`src/hw/rtl/lcae_pkg.sv`:
```
// ----------------------------------------------------------------------------
// lcae_pkg: shared types and constants of the LED comet animation engine
// Field widths, register map, request codes, sequencer states, slot entry.
// ----------------------------------------------------------------------------
package lcae_pkg;

  localparam int unsigned MAX_PIXELS_DEF  = 512;
  localparam int unsigned COMET_SLOTS_DEF = 8;

  localparam int unsigned COLOR_W = 24;
  localparam int unsigned POS_W   = 10;
  localparam int unsigned GAP_W   = 9;
  localparam int unsigned CNT_W   = 10;
  localparam int unsigned KEEP_W  = 8;
  localparam int unsigned REQ_W   = 2;
  localparam int unsigned STRIP_W = 2;
  localparam int unsigned IDX_W   = 9;
  localparam int unsigned CH_W    = 8;

  localparam int unsigned APB_AW  = 5;
  localparam int unsigned APB_DW  = 32;
  localparam int unsigned REG_IW  = 3;

  localparam logic [GAP_W-1:0]  GAP_ONE_RST     = GAP_W'(61);
  localparam logic [GAP_W-1:0]  GAP_TWO_RST     = GAP_W'(122);
  localparam logic [GAP_W-1:0]  GAP_THREE_RST   = GAP_W'(183);
  localparam logic [CNT_W-1:0]  PIXEL_COUNT_RST = CNT_W'(244);
  localparam logic [KEEP_W-1:0] KEEP_SCALE_RST  = KEEP_W'(171);

  typedef enum logic [REG_IW-1:0] {
    REG_GAP_ONE     = 3'd0,
    REG_GAP_TWO     = 3'd1,
    REG_GAP_THREE   = 3'd2,
    REG_PIXEL_COUNT = 3'd3,
    REG_KEEP_SCALE  = 3'd4
  } lcae_reg_e;

  typedef enum logic [REQ_W-1:0] {
    REQ_TICK  = 2'd0,
    REQ_SPAWN = 2'd1,
    REQ_READ  = 2'd2
  } lcae_req_e;

  typedef enum logic [STRIP_W-1:0] {
    STRIP_0 = 2'd0,
    STRIP_1 = 2'd1,
    STRIP_2 = 2'd2,
    STRIP_3 = 2'd3
  } lcae_strip_e;

  typedef enum logic [3:0] {
    ST_CLEAR,
    ST_IDLE,
    ST_FADE,
    ST_FADE_LAST,
    ST_COMET,
    ST_SPAWN,
    ST_READ,
    ST_READ_WAIT,
    ST_DONE
  } lcae_state_e;

  typedef struct packed {
    logic               active;
    logic [POS_W-1:0]   pos;
    logic [COLOR_W-1:0] color;
  } lcae_slot_t;

endpackage

```
`src/hw/rtl/lcae_fade_unit.sv`:
```
// ----------------------------------------------------------------------------
// lcae_fade_unit: per-channel brightness scaling
// Scale each colour channel by (keep+1)/256.
// ----------------------------------------------------------------------------
module lcae_fade_unit (
  input  logic [lcae_pkg::COLOR_W-1:0] color_i,
  input  logic [lcae_pkg::KEEP_W-1:0]  keep_i,
  output logic [lcae_pkg::COLOR_W-1:0] color_o
);

  localparam int unsigned NCH  = lcae_pkg::COLOR_W / lcae_pkg::CH_W;
  localparam int unsigned K_W  = lcae_pkg::KEEP_W + 1;
  localparam int unsigned PR_W = lcae_pkg::CH_W + K_W;

  logic [K_W-1:0] k;

  assign k = K_W'(keep_i) + K_W'(1);

  for (genvar g = 0; g < NCH; g++) begin : g_ch
    logic [PR_W-1:0] prod;
    assign prod = PR_W'(color_i[g*lcae_pkg::CH_W +: lcae_pkg::CH_W]) * PR_W'(k);
    assign color_o[g*lcae_pkg::CH_W +: lcae_pkg::CH_W] = prod[lcae_pkg::CH_W +: lcae_pkg::CH_W];
  end

endmodule

```
`config.mk`:
```
export PLATFORM = sky130hd
export DESIGN_NAME = lcae_fade_unit
export DESIGN_NICKNAME = d
export VERILOG_FILES = /design/src/hw/rtl/lcae_pkg.sv /design/src/hw/rtl/lcae_fade_unit.sv
export SDC_FILE = /design/constraint.sdc
export NUM_CORES = 1
export LEC_CHECK = 0
export BUFFER_PORTS_ARGS = -buffer_cell sky130_fd_sc_hd__clkbuf_2
export CAP_MARGIN = 20
export CORE_ASPECT_RATIO = 0.75
export CORE_UTILIZATION = 30
export DETAILED_ROUTE_END_ITERATION = 8
export PLACE_DENSITY_LB_ADDON = 0.25
export SYNTH_ARGS = -nofsm -noshare
export SYNTH_HDL_FRONTEND = slang
export SYNTH_SLANG_ARGS = --single-unit
export TNS_END_PERCENT = 1
```
`constraint.sdc`:
```
create_clock -name vclk -period 7.7
set_input_delay 0.77 -clock vclk [all_inputs]
set_output_delay 0.77 -clock vclk [all_outputs]
set_load 0.005 [all_outputs]
```
==> After elaboration in Yosys (flattened, before gate mapping) <==
Cells that the tools add are included.
Widths: inputs -> output; s select.
{ "totals": {"reg_bits": 0, "in_bits": 32, "output_inout_bits": 24} }
{ "op_classes": {"n_addsub": 1, "multipliers": 3} }
{ "op_table": {"columns": ["operator", "count"], "rows": [
  ["$mul 8x9->16", 3],
  ["$add 8x1->9 const B", 1]
]} }

==> Depth between registers and ports, before layout <==
{ "depth": {"word_depth": 2, "ltp_mapped": 20, "ltp_nobuf": 18} }

==> Worst setup path before layout <==
Ideal clock, no wire load.
{ "synth_timing": {"path_kind": "input to output", "from": "input port keep_i[0] (netlist name)", "to": "output port color_o[12] (netlist name)", "t_arrival_ns": 5.156, "t_required_ns": 6.930, "slack_ns": 1.774, "stages": 17, "path_buffers": 1, "cell_sequence": "ha_1 nand3_1 xnor2_1 clkbuf_1 nand2_1 fa_1 fa_1 inv_1 fa_1 fa_1 ha_1 and3_1 a221oi_2 a21oi_2 o31a_1 nor2_1 xnor2_1"} }
{ "synth_via": {"elab_chain_len": 2} }
{ "synth_lines": {"columns": ["element", "line_no", "source"], "rows": [
  ["start, declared", "lcae_fade_unit.sv:7", "input logic [lcae_pkg::KEEP_W-1:0] keep_i,"],
  ["$add 8x1->9", "lcae_fade_unit.sv:17", "assign k = K_W'(keep_i) + K_W'(1);"],
  ["$mul 8x9->16", "lcae_fade_unit.sv:21", "assign prod = PR_W'(color_i[g*lcae_pkg::CH_W +: lcae_pkg::CH_W]) * PR_W'(k);"],
  ["end, declared", "lcae_fade_unit.sv:8", "output logic [lcae_pkg::COLOR_W-1:0] color_o"]
]} }
No other way between the ends.

==> Worst setup path in the final report <==
{ "layout_timing": {"from": "input port keep_i[0] (netlist name)", "to": "output port color_o[23] (netlist name)"} }
The elaborated chain is that of the path after synthesis.

==> impl_metrics.toml <==
[critical_path]
crit_fanout = 13
critPathCaptureType = "output port"
crit_top_cell = "fa_1"
slowest_stage = "and3_1"
cp_num_buf_inv = 4
crit_family = "adder cells"
path_class = "in2out"
max_stage_delay_ns = 0.51
critPathLaunchType = "primary input"
cp.required_ns = 6.93
path_cells = "clkbuf_2 > ha_1 > nand3_1 > nor2_1 > and3_1 > and2_1 > fa_1 > fa_1 > fa_1 > inv_1 > fa_1 > inv_1 > ha_1 > a21o_1 > a31oi_1 > a21boi_2 > a221oi_1 > xnor2_1 > clkbuf_2"
cp.arrival_ns = 5.88

[hold_path]
hp-start = "color_i[23]"
hold_class = "in2out"
worstHoldEndpoint = "color_o[23]"
hold_path_depth = 5

[detailed_routing]
topRoutingLayerUsed = "met4"
totalWireLength_um = 14400
ant_nets = 0
drt-met1-wl_um = 8320
met2_length_um = 5490
routed-wl-met3_um = 528
via_per_inst = 4.49
drc = 0
wl_per_cell_um = 13.4
vias = 4823
drtIter0Drc = 217
dr.pass1.iters = 4

[floorplan]
die_w_um = 171
core-area_um2 = 20600
start_util_pct = 31.2
placementRows = 45
die-area_um2 = 22000
ios = 56
die_h_um = 129

[synthesis]
syn_area_per_cell_um2 = 8.67
synth_cell_types = 47
synth_xor_area_share_pct = 4.77
synth_warnings = 0
synth_nets = 990
yosysSeqAreaShare_pct = 0
synth_top_family_by_area = "adder cells"
syn_inst = 741
syn_area_um2 = 6430
synth_mux_area_share_pct = 0.156
synth_compound_area_share_pct = 5.26
synthAdderAreaFrac_pct = 56.3
synth_simple_gate_area_share_pct = 23.7

[timing]
hold_violations = 0
post-route-min-period_ns = 6.65
finalCritPeriodShare_pct = 86.4
max-slew-margin-rel_pct = 64.7
tightest_slew_ns = 0.529
fmax_mhz = 150
rsz0062_at_grt = "false"
finalSetupTns_ns = 0
setup_viol = 0
slew_violations = 0

[global_routing]
grt_usage_pct = 14.2
grt_max_degree = 25
grt_pass1_wl_um = 25600
antenna_found_initial = 0
grt_pass1_vias = 5005
grt_overflow = 0

[layout]
finalNonFillerCells = 1074
regArea_um2 = 0
drive_above_1_share_pct = 9.85
antenna_cells = 0
final_core_util_pct = 34.5
final_cell_area_um2 = 7110
area_growth_syn_to_layout_pct = 10.6
nets = 1043
final.fill_count = 2178
clkbuf_count = 0
nFlopsAndLatches = 0

[placed_design]
place_congestion = 0.764
placed_area_um2 = 7110
dp_hpwl_um = 12300
placed_cells = 1074
port-buffer-count = 56

[pwr]
power_density_nw_per_um2 = 208
ir_worst_vdd_mv = 0.109
leakage_nw = 3.82

[clock_network]
cts_hold_buf = 0
post_cts_buffers = 0
cts.repair.resized = 0

[status]
status = "finished, final reports clean"

[job]
cap_violations = 0
==> cell type report <==
cell class                 instances  area [µm²]  area share, %
timing repair buffer              70         385           5.42
multi-input combinational        572        5810           81.7
tap                              282         353           4.96
inverter                         150         563           7.92
==> per-layer routing <==
layer	track usage (%)	vias to the layer above
li1	-	2366
met1	23.9	2376
met2	20.7	79
met3	0.461	2
met4	0.420	0
met5	0	-
==> report_power, final <==
part | internal (mW) | total (mW) | switching [mW]
Combinational | 0.672 | 1.48 | 0.808
Clock | 0 | 0 | 0
Sequential | 0 | 0 | 0
Total | 0.672 | 1.48 | 0.808
==> cells by family (layout without fill, tap and decap cells) <==
family,count (synthesis),after routing
XOR/XNOR,35,35
adder cells (fa/ha/maj),217,217
AO/OA/AOI/OAI,46,46
AND/OR/NAND/NOR,273,273
multiplexers,1,1
buffers and inverters,169,220
==> stage by stage <==
step	setup slack (ns)	power (mW)	hold WS (ns)
finish	1.05	1.48	2.13
global route	0.615	1.74	2.18
CTS	0.984	1.52	2.14
detailed placement	1.02	1.50	2.13
global placement	1.13	1.49	2.14
floorplan	1.77	1.04	1.79
==> layout by cell type, fill, tap and decap left out, types with 2 or more instances in the layout <==
cell / n
nor2b_1: 18
nand2_1: 51
o21ai_0: 6
nor2_1: 21
nand2b_1: 4
a211oi_1: 3
and3_1: 8
nand3_1: 8
a221oi_1: 2
buf_4: 14
clkbuf_2: 56
fa_1: 120
xnor2_2: 2
xor2_1: 10
xnor2_1: 23
inv_1: 150
a31oi_1: 2
a21o_1: 7
a21oi_1: 10
ha_1: 97
nor3_1: 7
and2_1: 147
==> worst max path at each step <==
stage	slack [ns]	endpoint	cells past startpoint	start
2_1_floorplan	1.77	color_o[12]	17	keep_i[0]
3_3_place_gp	1.13	color_o[6]	20	keep_i[0]
3_5_place_dp	1.02	color_o[23]	19	keep_i[0]
4_1_cts	0.98	color_o[23]	19	keep_i[0]
5_1_grt	0.62	color_o[6]	20	keep_i[0]
6_report	1.05	color_o[23]	19	keep_i[0]
==> worst min-delay path: stages <==
cell and delay (ns):
clkbuf_2 0.17, nand2_1 0.10, xnor2_1 0.07, xnor2_1 0.13, clkbuf_2 0.11
==> Yosys cell counts (2+ instances only) <==
library cell,number,area share (%)
nor3_1,7,0.55
buf_2,2,0.16
ha_1,97,19
nor2b_1,18,1.8
a21o_1,7,0.82
a21oi_1,10,0.78
a31oi_1,2,0.19
a211oi_1,3,0.35
xnor2_1,25,3.4
and3_1,8,0.78
nand3_1,8,0.62
a221oi_1,2,0.27
clkbuf_1,17,0.99
fa_1,120,37
nand2b_1,4,0.39
xor2_1,10,1.4
inv_1,150,8.8
o21ai_0,6,0.47
nor2_1,21,1.2
and2_1,147,14
nand2_1,51,3.0
(Power assumes the default switching activity.)
