[src/hw/rtl/lcae_pkg.sv]
// ----------------------------------------------------------------------------
// lcae_pkg: shared types and constants of the LED comet animation engine
// Field widths, register map, request codes, sequencer states, slot entry.
// ----------------------------------------------------------------------------
package lcae_pkg;

  localparam int unsigned MAX_PIXELS_DEF  = 512;
  localparam int unsigned COMET_SLOTS_DEF = 8;

  localparam int unsigned COLOR_W = 24;
  localparam int unsigned POS_W   = 10;
  localparam int unsigned GAP_W   = 9;
  localparam int unsigned CNT_W   = 10;
  localparam int unsigned KEEP_W  = 8;
  localparam int unsigned REQ_W   = 2;
  localparam int unsigned STRIP_W = 2;
  localparam int unsigned IDX_W   = 9;
  localparam int unsigned CH_W    = 8;

  localparam int unsigned APB_AW  = 5;
  localparam int unsigned APB_DW  = 32;
  localparam int unsigned REG_IW  = 3;

  localparam logic [GAP_W-1:0]  GAP_ONE_RST     = GAP_W'(61);
  localparam logic [GAP_W-1:0]  GAP_TWO_RST     = GAP_W'(122);
  localparam logic [GAP_W-1:0]  GAP_THREE_RST   = GAP_W'(183);
  localparam logic [CNT_W-1:0]  PIXEL_COUNT_RST = CNT_W'(244);
  localparam logic [KEEP_W-1:0] KEEP_SCALE_RST  = KEEP_W'(171);

  typedef enum logic [REG_IW-1:0] {
    REG_GAP_ONE     = 3'd0,
    REG_GAP_TWO     = 3'd1,
    REG_GAP_THREE   = 3'd2,
    REG_PIXEL_COUNT = 3'd3,
    REG_KEEP_SCALE  = 3'd4
  } lcae_reg_e;

  typedef enum logic [REQ_W-1:0] {
    REQ_TICK  = 2'd0,
    REQ_SPAWN = 2'd1,
    REQ_READ  = 2'd2
  } lcae_req_e;

  typedef enum logic [STRIP_W-1:0] {
    STRIP_0 = 2'd0,
    STRIP_1 = 2'd1,
    STRIP_2 = 2'd2,
    STRIP_3 = 2'd3
  } lcae_strip_e;

  typedef enum logic [3:0] {
    ST_CLEAR,
    ST_IDLE,
    ST_FADE,
    ST_FADE_LAST,
    ST_COMET,
    ST_SPAWN,
    ST_READ,
    ST_READ_WAIT,
    ST_DONE
  } lcae_state_e;

  typedef struct packed {
    logic               active;
    logic [POS_W-1:0]   pos;
    logic [COLOR_W-1:0] color;
  } lcae_slot_t;

endpackage

[src/hw/rtl/lcae_slot_table.sv]
// ----------------------------------------------------------------------------
// lcae_slot_table: forward and reverse comet slot tables
// One read and one write per cycle, addressed by direction and slot.
// ----------------------------------------------------------------------------
module lcae_slot_table #(
  parameter int unsigned SLOTS = lcae_pkg::COMET_SLOTS_DEF,
  parameter int unsigned SW    = (SLOTS > 1) ? $clog2(SLOTS) : 1
) (
  input  logic                clk_i,
  input  logic                rst_ni,
  input  logic                rd_dir_i,
  input  logic [SW-1:0]       rd_slot_i,
  output lcae_pkg::lcae_slot_t rd_entry_o,
  input  logic                we_i,
  input  logic                wr_dir_i,
  input  logic [SW-1:0]       wr_slot_i,
  input  lcae_pkg::lcae_slot_t wr_entry_i
);

  logic [SLOTS-1:0]                fwd_act_q, rev_act_q;
  logic [lcae_pkg::POS_W-1:0]      fwd_pos_q [SLOTS];
  logic [lcae_pkg::POS_W-1:0]      rev_pos_q [SLOTS];
  logic [lcae_pkg::COLOR_W-1:0]    fwd_col_q [SLOTS];
  logic [lcae_pkg::COLOR_W-1:0]    rev_col_q [SLOTS];

  // Active bits: cleared at reset
  always_ff @(posedge clk_i or negedge rst_ni) begin
    if (!rst_ni) begin
      fwd_act_q <= '0;
      rev_act_q <= '0;
    end else if (we_i) begin
      if (wr_dir_i) begin
        rev_act_q[wr_slot_i] <= wr_entry_i.active;
      end else begin
        fwd_act_q[wr_slot_i] <= wr_entry_i.active;
      end
    end
  end

  always_ff @(posedge clk_i) begin
    if (we_i) begin
      if (wr_dir_i) begin
        rev_pos_q[wr_slot_i] <= wr_entry_i.pos;
        rev_col_q[wr_slot_i] <= wr_entry_i.color;
      end else begin
        fwd_pos_q[wr_slot_i] <= wr_entry_i.pos;
        fwd_col_q[wr_slot_i] <= wr_entry_i.color;
      end
    end
  end

  always_comb begin
    if (rd_dir_i) begin
      rd_entry_o.active = rev_act_q[rd_slot_i];
      rd_entry_o.pos    = rev_pos_q[rd_slot_i];
      rd_entry_o.color  = rev_col_q[rd_slot_i];
    end else begin
      rd_entry_o.active = fwd_act_q[rd_slot_i];
      rd_entry_o.pos    = fwd_pos_q[rd_slot_i];
      rd_entry_o.color  = fwd_col_q[rd_slot_i];
    end
  end

endmodule

[config.mk]
export PLATFORM = sky130hd
export DESIGN_NAME = lcae_slot_table
export DESIGN_NICKNAME = d
export VERILOG_FILES = /design/src/hw/rtl/lcae_pkg.sv /design/src/hw/rtl/lcae_slot_table.sv
export SDC_FILE = /design/constraint.sdc
export NUM_CORES = 1
export LEC_CHECK = 0
export BUFFER_PORTS_ARGS = -buffer_cell sky130_fd_sc_hd__buf_4
export CAP_MARGIN = 25
export CELL_PAD_IN_SITES_DETAIL_PLACEMENT = 1
export CELL_PAD_IN_SITES_GLOBAL_PLACEMENT = 1
export CORE_MARGIN = 2
export CORE_UTILIZATION = 35
export DETAILED_ROUTE_END_ITERATION = 8
export HOLD_SLACK_MARGIN = 0.1
export PLACE_DENSITY_LB_ADDON = 0.1
export SYNTH_ARGS = -nofsm -noshare
export SYNTH_HDL_FRONTEND = slang
export SYNTH_SLANG_ARGS = --single-unit
[constraint.sdc]
create_clock -name clk_i -period 1.42 [get_ports clk_i]
set_input_delay 0.142 -clock clk_i [delete_from_list [all_inputs] [get_ports clk_i]]
set_output_delay 0.142 -clock clk_i [all_outputs]
set_load 0.03 [all_outputs]
Word level (Yosys, flattened, before mapping)
Memory sizes are Yosys's and may differ from the RTL's.
Cells that the tools add are included.
{"block": "totals", "register_bits": 16, "mem_bits_rw": 544, "input_bits": 46, "output_inout_bits": 35, "elab_cells": 28, "mem_count": 4}
{"memory": "fwd_col_q", "depth": 8, "width": 24, "rd": 1, "rd_ports_with_merged_regs": 0, "write_ports": 1, "line_no": "lcae_slot_table.sv:23", "text": "logic [lcae_pkg::COLOR_W-1:0] fwd_col_q [SLOTS];"}
{"memory": "rev_col_q", "depth": 8, "width": 24, "rd": 1, "rd_ports_with_merged_regs": 0, "write_ports": 1, "line_no": "lcae_slot_table.sv:24", "text": "logic [lcae_pkg::COLOR_W-1:0] rev_col_q [SLOTS];"}
{"memory": "fwd_pos_q", "depth": 8, "width": 10, "rd": 1, "rd_ports_with_merged_regs": 0, "write_ports": 1, "line_no": "lcae_slot_table.sv:21", "text": "logic [lcae_pkg::POS_W-1:0] fwd_pos_q [SLOTS];"}
{"memory": "rev_pos_q", "depth": 8, "width": 10, "rd": 1, "rd_ports_with_merged_regs": 0, "write_ports": 1, "line_no": "lcae_slot_table.sv:22", "text": "logic [lcae_pkg::POS_W-1:0] rev_pos_q [SLOTS];"}
{"block": "op_classes", "magnitude_cmp": 3, "n_mux": 15, "n_bitwise": 1, "n_reduce_logical": 3}
{"op": "$mux W35", "count": 1}
{"op": "$bwmux W8", "count": 2}
{"op": "$mux W1", "count": 9}
{"op": "$lt A3 B4 Y1 const B", "count": 2}
{"op": "$bmux W1 S3", "count": 2}
{"op": "$reduce_and A2 Y1", "count": 2}
{"op": "$demux W1 S3", "count": 1}
{"op": "$ge A3 B1 Y1 const B", "count": 1}
{"op": "$logic_and A1 B1 Y1", "count": 1}
{"op": "$not A1 Y1", "count": 1}

Logic depth before layout (Yosys ltp)
Gate-level depths: netlist of run 1.
{"block": "logic_depth", "word_depth": 5, "depth_mapped": 6, "depth_no_buf": 3}

Worst setup path after synthesis of run 1
No wires, ideal clock.
{"block": "synth_timing", "kind": "input -> register", "start": "in wr_slot_i[1]", "end": "reg fwd_act_q[0]", "setup_ps": 81, "t_arrival_ps": 4356, "t_required_ps": 1339, "setup_slack_ps": -3018, "stages": 3, "path_buffers": 1, "cell_sequence": "clkbuf_1 nor4_1 mux2_2"}
{"block": "synth_via", "elab_chain_cells": 5, "word_cells_on_any_way": 6, "cone_classes": "order compare (2); mux (3); reduce/logical (1)"}
{"element": "from (decl)", "line_no": "lcae_slot_table.sv:16", "text": "input logic [SW-1:0] wr_slot_i,"}
{"element": "$lt A3 B4 Y1 (implied by the code) / $ge A3 B1 Y1 (equally long branches)", "line_no": "lcae_slot_table.sv:35", "text": "fwd_act_q[wr_slot_i] <= wr_entry_i.active;"}
{"element": "$logic_and A1 B1 Y1 (implied by the code)", "line_no": "lcae_slot_table.sv:35"}
{"element": "$mux W1 (implied by the code)", "line_no": "lcae_slot_table.sv:35"}
{"element": "$demux W1 S3 (*)", "line_no": "lcae_slot_table.sv:35"}
{"element": "$bwmux W8 (*)", "line_no": "lcae_slot_table.sv:35"}
{"element": "to (signal, indexed assignment)", "line_no": "lcae_slot_table.sv:35"}
{"element": "to (decl)", "line_no": "lcae_slot_table.sv:20", "text": "logic [SLOTS-1:0] fwd_act_q, rev_act_q;"}
Every way passes the cells marked *; elsewhere a longest branch is shown, timed or not.
A chain may end at the register's enable or synchronous reset.

==> impl_metrics.csv, run 1 <==
group,metric,value,unit
detailed_routing,drtAntennaViolNets,0,
timing,tightestPinTransition,0.722,ns
synth,synth_top_area_share,76.0,%
placement,hpwl,34.6,mm
layout,layout_common_cells,"edfxtp_1 (544), mux4_2 (140), buf_4 (112)",
timing,slew_headroom,51.7,%
timing,hold_viol_final,0,
synth,synth_top_family_by_area,"multiplexers",
floorplanning,pin_count,81,
timing,finClkSkew,0,ns
synth,synthesis.nets,946,
synth,synth_xor_area_share,0,%
synth,synth_cells,900,
status,outcome,"finished with violations",
floorplanning,die_y,252,um
detailed_routing,viasPerCell,5.14,
setup_path,critical_path.max_stage_delay,0.49,ns
synth,avgSynthCellArea,23.9,um^2
global_route,grt-ovfl-total,0,
synth,syn_area,0.0215,mm^2
layout,area_growth_syn_to_layout,27.7,%
timing,report.final.slew_viol_count,0,
layout,layout_commonest_cell,"edfxtp_1",
setup_path,path_buf_inv,1,
timing,fin_ws,-0.706,ns
timing,whs,0.150,ns
cts,clk_pin_slew_worst_paths,0.06,ns
timing,timing.final.crit_period,2.13,ns
detailed_routing,drt-initial-drc-count,600,
detailed_routing,vias,10300,
timing,setup_viol,35,
cts,root_buffer,"clkbuf_16",
detailed_routing,routed_wl,54.7,mm
worst_hold_path,hold_path.class,"in -> reg",
timing,final.period_utilization,150,%
floorplanning,fp-row-count,90,
detailed_routing,first_pass_iters,4,
setup_path,cp_slowest_cell,"mux4_2",
global_route,grtUsageTotal,17.7,%
power,p_leak,8.96,nW
global_route,grt_max_degree,33,
power,vdd_drop_max,0.000846,V
cts,cts_buffer_depth,3,
synth,ys_ff_latch,560,
worst_hold_path,min_from,"wr_slot_i[2]",
setup_path,worstPathCellList,"mux4_2 -> a22oi_2 -> nand2_2 -> buf_6",
placement,dp_cells,1856,
floorplanning,dieArea,0.0634,mm^2
cts,clkSinkCount,560,
placement,gp_congestion,0.723,
placement,pre_cts_ws,-0.454,ns
global_route,first_global_vias,11600,
synth,synth_simple_gate_area_share,1.30,%
synth,synth_top_area_cell,"edfxtp_1",
layout,drive_above_1_share,47.5,%
synth,yosys-top-cells-area,"edfxtp_1 (76%), mux4_2 (8.3%), mux4_1 (7.5%)",
cts,numCtsBuffers,60,
setup_path,setup.worst_path.class,"reg -> out",
detailed_routing,wire_per_inst,27.3,um
power,p_per_area,1310,mW/mm^2
layout,finalNetCount,1219,
cts,cts_tree,"done",
setup_path,cp.required,1.28,ns
global_route,antenna_found_initial,3,
global_route,grt_pass1_wl,80.8,mm
synth,synth_mux_area_share,16.6,%
synth,yosysUniqueCellTypes,21,
setup_path,r2r_cells,2,
floorplanning,start_util,35.5,%
timing,rsz0062_at_grt,"yes",
setup_path,endpoint_kind,"output port",
detailed_routing,drc,0,
cts,htreeDepth,2,
worst_hold_path,min_path_cells,3,
setup_path,rrSetupSlack,0.54,ns
setup_path,cp_top_family,"multiplexers",
synth,yosysWarnings,0,
setup_path,worst_ep_arrival_time,1.98,ns
setup_path,r2r_start,"rev_act_q[1]$_DFFE_PN0P_",
setup_path,r2r_end,"rev_act_q[1]$_DFFE_PN0P_",
synth,ys_seq_area_share,77.9,%
worst_hold_path,worst_hold_path.endpoint,"rev_pos_q[0][5]$_DFFE_PP_",
power,finalPower,36.0,mW
layout,stdcell_count,2001,
placement,portBuffers,80,
floorplanning,core,0.0605,mm^2
setup_path,start_kind,"flip-flop",
floorplanning,die_w,252,um
setup_path,crit_fanout,1,
timing,fmaxAchievable,470,MHz
synth,synth-adder-area-share,0,%
status,violations,"negative setup slack",
cts,clock_latency,0.61,ns
run,max_cap_viol_count,0,
synth,synth_compound_area_share,2.45,%
-- worst min-delay path: cells and delay by family --
kind          cells  cell delay (ns)
simple gates      1             0.09
buf+inv           2             0.35
-- synthesized netlist by cell type, drive strengths merged --
master  number
edfxtp     544
mux4       140
a22oi       70
nand2       37
clkbuf      27
buf         23
dfrtp       16
mux2        16
nor3         8
nor2         7
nand2b       3
nand3        2
nand3b       2
nor2b        2
nor4         2
and2         1
-- timing repair --
item                                   CTS  global route
setup buffers                            0             0
hold buffers                            37             0
endpoints found under the hold margin  576             0
resized for setup                       59             2
pin swaps                               61            20
setup endpoints to repair               35            35
-- routing by layer --
| metal | vias to the layer above | global-route usage, % | wire length (um) |
|---|---|---|---|
| met5 | - | 0 | 26 |
| met4 | 4 | 4.89 | 1150 |
| met3 | 79 | 2.33 | 1560 |
| met2 | 176 | 30.7 | 28000 |
| met1 | 5614 | 23.6 | 23900 |
| li1 | 4408 | - | - |
-- worst max path at each step --
stage / from / slack (ns) / to / cells after the start
6_report: rev_pos_q[3][8]$_DFFE_PP_ / -0.71 / rd_entry_o[32] / 4
5_1_grt: rev_pos_q[3][8]$_DFFE_PP_ / -0.74 / rd_entry_o[32] / 4
4_1_cts: rev_pos_q[3][8]$_DFFE_PP_ / -0.75 / rd_entry_o[32] / 4
3_5_place_dp: rd_slot_i[0] / -0.45 / rd_entry_o[17] / 6
3_3_place_gp: rd_slot_i[0] / -0.42 / rd_entry_o[22] / 6
2_1_floorplan: wr_slot_i[0] / -0.70 / fwd_act_q[0]$_DFFE_PN0P_ / 3
-- area by class of cell --
type | count | area, um^2
diodes | 1 | 2.50
clock buffers | 81 | 1630
clock inverters | 26 | 138
fillers | 5430 | 33000
multi-input cells | 290 | 4820
flip-flops and latches | 560 | 16700
well taps | 782 | 978
repair buffers | 261 | 3130
-- through the flow --
stage / util (%) / instance area (um^2) / setup TNS (ns)
after floorplan: - / 21900 / -141.29
after global placement: 41.4 / 25000 / -25.30
after detailed placement: 41.4 / 25000 / -25.53
after CTS: 45.4 / 27400 / -23.39
after global routing: 45.4 / 27400 / -24.12
final: 45.4 / 27400 / -21.54
-- cells by family (layout without fill, tap and decap cells) --
family,count (synthesis),count (layout)
AO/OA/AOI/OAI,70,70
buffers and inverters,50,368
flip-flops,560,560
multiplexers,156,156
other,0,1
AND/OR/NAND/NOR,64,64
-- state kept, by name, indices dropped and copies added (netlist names) --
register and flops:
rev_pos_q 80, fwd_pos_q 80, fwd_col_q 192, rev_col_q 192, rev_act_q 8, fwd_act_q 8
-- report_power, final --
| part | internal (mW) | switching (mW) | total (mW) |
|---|---|---|---|
| Clock | 8.13 | 6.16 | 14.3 |
| Combinational | 1.42 | 1.59 | 3.01 |
| Sequential | 18.6 | 0.124 | 18.7 |
(Power assumes the default switching activity.)
==> inputs of run 2 (changes only) <==
Settings changed: CTS_BUF_LIST set to sky130_fd_sc_hd__clkbuf_4 sky130_fd_sc_hd__clkbuf_8.
==> impl_metrics.csv, run 2 (synthesis gave the netlist of run 1 again) <==
group,metric,value,unit
status,outcome,"finished with violations",
status,violations,"negative setup slack",
floorplanning,start_util,35.5,%
floorplanning,die_w,252,um
setup_path,setup.worst_path.class,"reg -> out",
worst_hold_path,hold_path.class,"in -> reg",
timing,timing.final.crit_period,2.15,ns
timing,hold_viol_final,0,
layout,drive_above_1_share,50.0,%
timing,fin_ws,-0.734,ns
setup_path,worst_ep_arrival_time,2.01,ns
power,p_per_area,1310,mW/mm^2
placement,gp_congestion,0.723,
run,max_cap_viol_count,0,
setup_path,endpoint_kind,"output port",
setup_path,r2r_cells,2,
detailed_routing,routed_wl,55.6,mm
floorplanning,die_y,252,um
setup_path,cp.required,1.28,ns
floorplanning,core,0.0605,mm^2
floorplanning,fp-row-count,90,
layout,stdcell_count,2083,
placement,portBuffers,80,
timing,finClkSkew,0,ns
setup_path,crit_fanout,1,
layout,finalNetCount,1269,
cts,numCtsBuffers,98,
detailed_routing,drtAntennaViolNets,0,
global_route,grt-ovfl-total,0,
detailed_routing,drt-initial-drc-count,582,
cts,htreeDepth,3,
worst_hold_path,min_path_cells,4,
detailed_routing,vias,10600,
timing,final.period_utilization,152,%
setup_path,rrSetupSlack,0.10,ns
power,p_leak,9.17,nW
layout,layout_common_cells,"edfxtp_1 (544), mux4_2 (140), buf_4 (113)",
timing,whs,0.161,ns
floorplanning,pin_count,81,
detailed_routing,first_pass_iters,4,
cts,clkSinkCount,560,
cts,root_buffer,"clkbuf_8",
power,vdd_drop_max,0.000801,V
layout,fill_cells,5446,
layout,layout_commonest_cell,"edfxtp_1",
global_route,grtUsageTotal,18.1,%
layout,area_growth_syn_to_layout,29.0,%
timing,tightestPinTransition,0.721,ns
layout,multi_input_area,0.00482,mm^2
placement,pre_cts_ws,-0.454,ns
placement,dp_cells,1856,
detailed_routing,wire_per_inst,26.7,um
detailed_routing,viasPerCell,5.07,
cts,clk_pin_slew_worst_paths,0.06,ns
global_route,grt_pass1_wl,82.1,mm
power,finalPower,36.2,mW
timing,report.final.slew_viol_count,0,
floorplanning,dieArea,0.0634,mm^2
global_route,grt_max_degree,33,
layout,seqCellArea,0.0167,mm^2
global_route,antenna_found_initial,3,
setup_path,start_kind,"flip-flop",
timing,rsz0062_at_grt,"yes",
timing,slew_headroom,51.8,%
detailed_routing,drc,0,
cts,cts_tree,"done",
layout,top_regs,"fwd_col_q (192), rev_col_q (192)",
timing,setup_viol,35,
placement,hpwl,34.6,mm
cts,clock_latency,0.66,ns
layout,post-route-util,45.8,%
cts,cts_buffer_depth,3,
global_route,first_global_vias,12000,
timing,fmaxAchievable,464,MHz
-- run 2: repair_timing --
item | CTS | global route
gates resized for setup | 60 | 12
hold buffers | 47 | 0
setup buffers | 0 | 2
hold endpoints to repair | 590 | 0
pin swaps | 57 | 21
cloned | 0 | 0
endpoints found under the setup margin | 35 | 270
-- run 2: worst max-delay path, cell delays in order, from the launching register on --
cell      delay [ns]
edfxtp_1        0.37
mux4_2          0.49
a22oi_2         0.19
nand2_2         0.12
buf_6           0.16
-- run 2: final timing paths --
path                                              to                 startpoint
min reg2reg                 fwd_act_q[3]$_DFFE_PN0P_   fwd_act_q[3]$_DFFE_PN0P_
max in group asynchronous   rev_act_q[1]$_DFFE_PN0P_                     rst_ni
max reg2reg                 rev_act_q[0]$_DFFE_PN0P_   rev_act_q[0]$_DFFE_PN0P_
max                                   rd_entry_o[32]  rev_pos_q[3][8]$_DFFE_PP_
min in group asynchronous   rev_act_q[4]$_DFFE_PN0P_                     rst_ni
min                        rev_pos_q[5][2]$_DFFE_PP_               wr_slot_i[1]
-- run 2: layout make-up --
class / instances / share of cell area, %
clock buffer: 124 / 5.59
sequential: 560 / 60.4
antenna: 2 / 0.0181
tap: 782 / 3.53
multi-input combinational: 290 / 17.4
timing repair buffer: 273 / 11.8
clock inverter: 52 / 1.26
-- run 2: power by group --
group	leakage, nW	internal (mW)	switching, mW
clock network	0.983	7.88	6.56
logic	3.08	1.45	1.59
registers	5.11	18.6	0.127
-- run 2: metal layers --
metal	up-vias	GRT usage, %	share of wire [%]
met5	-	0	0.049
met4	4	5.71	2.1
met1	5679	23.8	43
met3	95	3.00	3.8
met2	232	30.8	51
li1	4543	-	-
-- run 2: per-stage QoR --
| step | cell area [um^2] | setup TNS (ns) |
|---|---|---|
| 5_1_grt | 27700 | -26.99 |
| 3_5_place_dp | 25000 | -25.53 |
| 2_1_floorplan | 21900 | -141.29 |
| 6_report | 27700 | -23.52 |
| 4_1_cts | 27700 | -75.95 |
| 3_3_place_gp | 25000 | -25.30 |
